===== config.mk =====
export PLATFORM = sky130hd
export DESIGN_NAME = lfpse_out_stage
export DESIGN_NICKNAME = d
export VERILOG_FILES = /design/src/hdl/assert_macros.svh /design/src/hdl/lfpse_pkg.sv /design/src/hdl/lfpse_out_stage.sv
export SDC_FILE = /design/constraint.sdc
export NUM_CORES = 1
export LEC_CHECK = 0
export BUFFER_PORTS_ARGS = -buffer_cell sky130_fd_sc_hd__buf_4
export CAP_MARGIN = 10
export CORE_MARGIN = 2
export CORE_UTILIZATION = 37
export DETAILED_ROUTE_END_ITERATION = 16
export PLACE_DENSITY = 0.73
export SLEW_MARGIN = 20
export SYNTH_ARGS = -nofsm -noshare
export SYNTH_HDL_FRONTEND = slang
export SYNTH_SLANG_ARGS = --single-unit
export TNS_END_PERCENT = 10

===== constraint.sdc =====
create_clock -name clk_i -period 5.15 [get_ports clk_i]
set_clock_uncertainty 0.05 [all_clocks]
set_input_delay 1.03 -clock clk_i [delete_from_list [all_inputs] [get_ports clk_i]]
set_output_delay 1.03 -clock clk_i [all_outputs]
set_load 0.1 [all_outputs]

===== src/hdl/assert_macros.svh =====
// Assertion macros used by the top RTL file.
`ifndef ASSERT_MACROS_SVH
`define ASSERT_MACROS_SVH

// The consequent must hold in the same cycle as the antecedent.
`define ASSERT_IMPL(lbl, clk, rst_n, ante, cons) \
  lbl: assert property (@(posedge clk) disable iff (!rst_n) (ante) |-> (cons)) \
    else $error("implication check failed");

// The consequent must hold in the cycle after the antecedent.
`define ASSERT_NEXT(lbl, clk, rst_n, ante, cons) \
  lbl: assert property (@(posedge clk) disable iff (!rst_n) (ante) |=> (cons)) \
    else $error("next-cycle check failed");

// The expression must never be true.
`define ASSERT_NEVER(lbl, clk, rst_n, expr) \
  lbl: assert property (@(posedge clk) disable iff (!rst_n) !(expr)) \
    else $error("forbidden condition seen");

`endif


===== src/hdl/lfpse_pkg.sv =====
package lfpse_pkg;

  localparam logic OP_WRITE   = 1'b0;
  localparam logic OP_TRIGGER = 1'b1;

  localparam int CHANNELS = 3;

  localparam logic [2:0] BYTES_COLOR   = 3'd4;
  localparam logic [2:0] BYTES_TRAILER = 3'd3;

  localparam logic [3:0] NIBBLE_ONE  = 4'h3;
  localparam logic [3:0] NIBBLE_ZERO = 4'h1;

  typedef struct packed {
    logic       valid;
    logic       last;
    logic [3:0] tag;
  } issue_t;

  // Each data bit, MSB first, becomes one line nibble.
  function automatic logic [31:0] encode_byte(input logic [7:0] b);
    logic [31:0] word;
    word = '0;
    for (int i = 0; i < 8; i++) begin
      word[4*i +: 4] = b[i] ? NIBBLE_ONE : NIBBLE_ZERO;
    end
    return word;
  endfunction

endpackage


===== src/hdl/lfpse_out_stage.sv =====
module lfpse_out_stage import lfpse_pkg::*; (
  input  logic        clk_i,
  input  logic        rst_ni,
  input  issue_t      issue_i,
  output logic        issue_ready_o,
  input  logic [7:0]  rdata_i,
  output logic        out_valid_o,
  input  logic        out_stall_i,
  output logic [31:0] line_word_o,
  output logic [2:0]  byte_count_o,
  output logic [3:0]  frame_played_o,
  output logic        last_o
);

  logic       b_valid_q;
  logic       b_last_q;
  logic [3:0] b_tag_q;
  logic       c_valid_q;
  logic [31:0] c_word_q;
  logic [2:0]  c_count_q;
  logic [3:0]  c_tag_q;
  logic        c_last_q;
  logic        c_move;
  logic        b_move;

  assign c_move        = !c_valid_q || !out_stall_i;
  assign b_move        = b_valid_q && c_move;
  assign issue_ready_o = !b_valid_q || c_move;

  always_ff @(posedge clk_i or negedge rst_ni) begin
    if (!rst_ni) begin
      b_valid_q <= 1'b0;
      c_valid_q <= 1'b0;
    end else begin
      if (issue_ready_o) begin
        b_valid_q <= issue_i.valid;
      end
      if (c_move) begin
        c_valid_q <= b_valid_q;
      end
    end
  end

  always_ff @(posedge clk_i) begin
    if (issue_ready_o && issue_i.valid) begin
      b_last_q <= issue_i.last;
      b_tag_q  <= issue_i.tag;
    end
    if (b_move) begin
      c_word_q  <= b_last_q ? 32'h0 : encode_byte(rdata_i);
      c_count_q <= b_last_q ? BYTES_TRAILER : BYTES_COLOR;
      c_tag_q   <= b_tag_q;
      c_last_q  <= b_last_q;
    end
  end

  assign out_valid_o    = c_valid_q;
  assign line_word_o    = c_word_q;
  assign byte_count_o   = c_count_q;
  assign frame_played_o = c_tag_q;
  assign last_o         = c_last_q;

endmodule


# Yosys cells after proc, flatten, opt, wreduce, memory -nomap -nowiden
# Index checks and enable logic that the tools add are counted.
[op_classes]
reduce_logical = 7
muxes = 9
[ops]
columns = ["op", "count"]
rows = [
  ["two-way mux 2 bit", 8],
  ["zero test 1 bit", 3],
  ["two-way mux 3 bit", 1],
  ["logical AND 1 bit", 2],
  ["logical OR 1 bit", 2],
]
[word_totals]
out_inout_bits = 42
word_cells = 24
ff_bits = 47
in_bits = 17

# Depth between registers and ports, before layout
[logic_depth]
ltp_word = 4
ltp_mapped = 2
depth_no_buf = 2

# Least setup slack after synthesis
# No wires, ideal clock.
[synth_path]
path_kind = "register -> output"
startpoint = "register c_valid_q (netlist: out_valid_o)"
endpoint = "output port issue_ready_o"
stages_incl_launch_ff = 2
required_time_ns = 4.070
path_buffers = 0
path_slack_ns = 2.408
arrival_ns = 1.662
cell_sequence = "dfrtp_1 > nand3_2"
[synth_via]
elab_chain_cells = 3
[synth_lines]
columns = ["element", "line_no", "text"]
rows = [
  ["start, declared", "lfpse_out_stage.sv:18", "logic c_valid_q;"],
  ["start signal, assigned", "lfpse_out_stage.sv:39", "c_valid_q <= b_valid_q;"],
  ["zero test 1 bit", "lfpse_out_stage.sv:26", "assign c_move = !c_valid_q || !out_stall_i;"],
  ["logical OR 1 bit", "lfpse_out_stage.sv:26", ""],
  ["logical OR 1 bit", "lfpse_out_stage.sv:28", "assign issue_ready_o = !b_valid_q || c_move;"],
  ["end, declared", "lfpse_out_stage.sv:5", "output logic issue_ready_o,"],
]
# No other way between the ends.

# Final worst setup path
[layout_path]
startpoint = "input port out_stall_i"
endpoint = "output port issue_ready_o"
[layout_via]
elab_chain_cells = 3
[layout_lines]
columns = ["element", "line_no", "text"]
rows = [
  ["start, declared", "lfpse_out_stage.sv:8", "input logic out_stall_i,"],
  ["zero test 1 bit", "lfpse_out_stage.sv:26", ""],
  ["logical OR 1 bit", "lfpse_out_stage.sv:26", ""],
  ["logical OR 1 bit", "lfpse_out_stage.sv:28", ""],
]
# No other way between the ends.

==> impl_metrics.ini <==
[place]
pre_cts_ws_ns = 2.56
gp_congestion = 0.595
numPortBuffers = 42
dp_hpwl_um = 989

[setup_path]
critPathCaptureType = output port
path_common_cell = buf_4
path_cells = buf_4, nand3_2, buf_4
critical_path_class = input port to output port
start_kind = input port
ff2ff_path_depth = 2
required_ns = 4.07
crit_fanout = 3
arrival_ns = 1.51
worst_path_max_delay_cell = buf_4
worst-r2r-setup-slack_ns = 3.49
max_stage_delay_ns = 0.29

[timing]
hold_violations = 0
fin_ws_ns = 2.56
hold_ws_ns = 0.381
slew_violations = 0
period_minus_slack_ns = 2.59
finalCritPeriodShare_pct = 50.2
setup-violations-final = 0
maxSlewHeadroom_pct = 51.6
fmax_mhz = 387
rsz0062_at_grt = false
tightest_slew_ns = 0.724
tns_ns = 0

[status]
status = completed

[cells_and_area]
layout-drive-gt1-share_pct = 48.5
multi_input_area_um2 = 149
nNetsFinal = 117
regArea_um2 = 651
area.growth.synth_to_final_pct = 27.3
n_antenna_cell = 0
fillers = 234

[drt]
totalWireLength_um = 1210
final_antenna_net_count = 0
drt_pass1_iterations = 2
avgRoutedWirePerCell_um = 9.38
drc = 0
drt_iter0_drc = 2
vias_per_cell = 3.79
vias = 489

[pwr]
p_leak_uw = 0.000529
ir_drop_v = 0.000212
power-per-cell-area_nw_per_um2 = 418

[synthesis]
synth-compound-area-share_pct = 1.74
ys_ff_latch = 22
synth-simple-area-share_pct = 7.76
netlist_area_um2 = 935
synth_xor_area_share_pct = 0
syn_area_per_cell_um2 = 15.1
muxShareOfSynthArea_pct = 0
yosysWarnings = 0
synth_cell_types = 11
synth_fa_ha_area_share_pct = 0
syn_inst = 62
yosysSeqAreaShare_pct = 69.6
synth_top_family_by_area = buffers and inverters

[cts]
cts-root-buf = clkbuf_4
clkLatencyLatePin_ns = 0.29
htree_levels = 1
ctsHoldBuffers = 0
clock-sinks = 22
cts_made_buffers = 3
clk_pin_slew_ns = 0.11
cts_tree = built
cts_buffer_depth = 2
cts_resized = 0
postCtsSetupBuffers = 0

[floorplanning]
die_area_um2 = 2940
coreArea_um2 = 2430
floorplan.initialDensity_pct = 38.4
row_count = 18
io_pins = 59
die_h_um = 54.3
die_x_um = 54.3

[global_routing]
grt_max_degree = 13
track_usage_pct = 7.57
grt_pass1_wl_um = 1530
grt_antenna_before_repair = 0
overflow = 0
grt_pass1_vias = 390

[hold_path]
hold_depth = 0
hold_class = register to register

[flow_run]
cap_violations = 0
==> stage by stage <==
step           util [%]  total power (uW)  instances  area, um^2
6_report           48.9               497        129        1190
5_1_grt            48.9               514        129        1190
4_1_cts            48.9               502        129        1190
3_5_place_dp       47.8               427        125        1160
3_3_place_gp       47.8               426        125        1160
2_1_floorplan         -               408         77         991
==> flip-flops by register name, indices dropped and copies added (netlist names) <==
register / count
line_word_o: 9
b_tag_q: 4
frame_played_o: 4
byte_count_o: 2
b_last_q: 1
b_valid_q: 1
out_valid_o: 1
==> area by class of cell <==
type	count	area share (%)
well taps	30	3.15
clock buffers	4	2.21
flip-flops and latches	22	54.7
multi-input cells	29	12.5
inverters	1	0.315
repair buffers	43	27.1
==> placed cells by master, fill, tap and decap left out, drive strengths merged <==
cell,Yosys,routed
a21boi,1,1
a21o,1,1
and2,1,1
buf,25,43
clkbuf,0,4
conb,1,16
dfrtp,2,2
edfxtp,20,20
inv,1,1
nand2b,1,1
nand3,1,1
nor2b,8,8
==> cells by family (layout without fill, tap and decap cells) <==
family | count (synthesis) | after routing
AOI/OAI and AO/OA | 2 | 2
DFF | 22 | 22
and+or+nand+nor | 11 | 11
other | 1 | 16
buffers and inverters | 26 | 48
==> power by group <==
group,leakage (uW),internal (uW),switching (uW)
clock,0.0000150,30.1,45.3
sequential,0.000216,211,6.26
combinational,0.000298,30.2,175
total,0.000529,271,226
==> worst max-delay path: cells and delay by family <==
kind / cells / cell delay [ns]
buffers and inverters: 2 / 0.41
and+or+nand+nor: 1 / 0.06
==> cell usage after synthesis <==
| cell type | n | area (um^2) |
|---|---|---|
| a21o_2 | 1 | 8.76 |
| edfxtp_1 | 20 | 601 |
| nor2b_1 | 8 | 50.1 |
| inv_1 | 1 | 3.75 |
| conb_1 | 1 | 3.75 |
| buf_4 | 25 | 188 |
| nand2b_1 | 1 | 6.26 |
| and2_1 | 1 | 6.26 |
| dfrtp_1 | 2 | 50.1 |
| a21boi_0 | 1 | 7.51 |
| nand3_2 | 1 | 10.0 |
==> path summary, 6_finish.rpt <==
path / startpoint / endpoint
worst min-delay path: b_tag_q[0] / frame_played_o[0]
worst max register to register: out_valid_o / line_word_o[17]
min in group asynchronous: rst_ni / b_valid_q
worst min register to register: b_tag_q[0] / frame_played_o[0]
worst max-delay path: out_stall_i / issue_ready_o
max in group asynchronous: rst_ni / out_valid_o
==> metal layers <==
| layer | part of all wire, % | up-vias | track usage (%) |
|---|---|---|---|
| met1 | 33 | 218 | 7.79 |
| met5 | 0 | - | 0 |
| met3 | 12 | 0 | 2.19 |
| met2 | 55 | 31 | 13.9 |
| met4 | 0 | 0 | 3.75 |
| li1 | - | 240 | - |
Note: power is estimated with default switching activity, not from simulation.
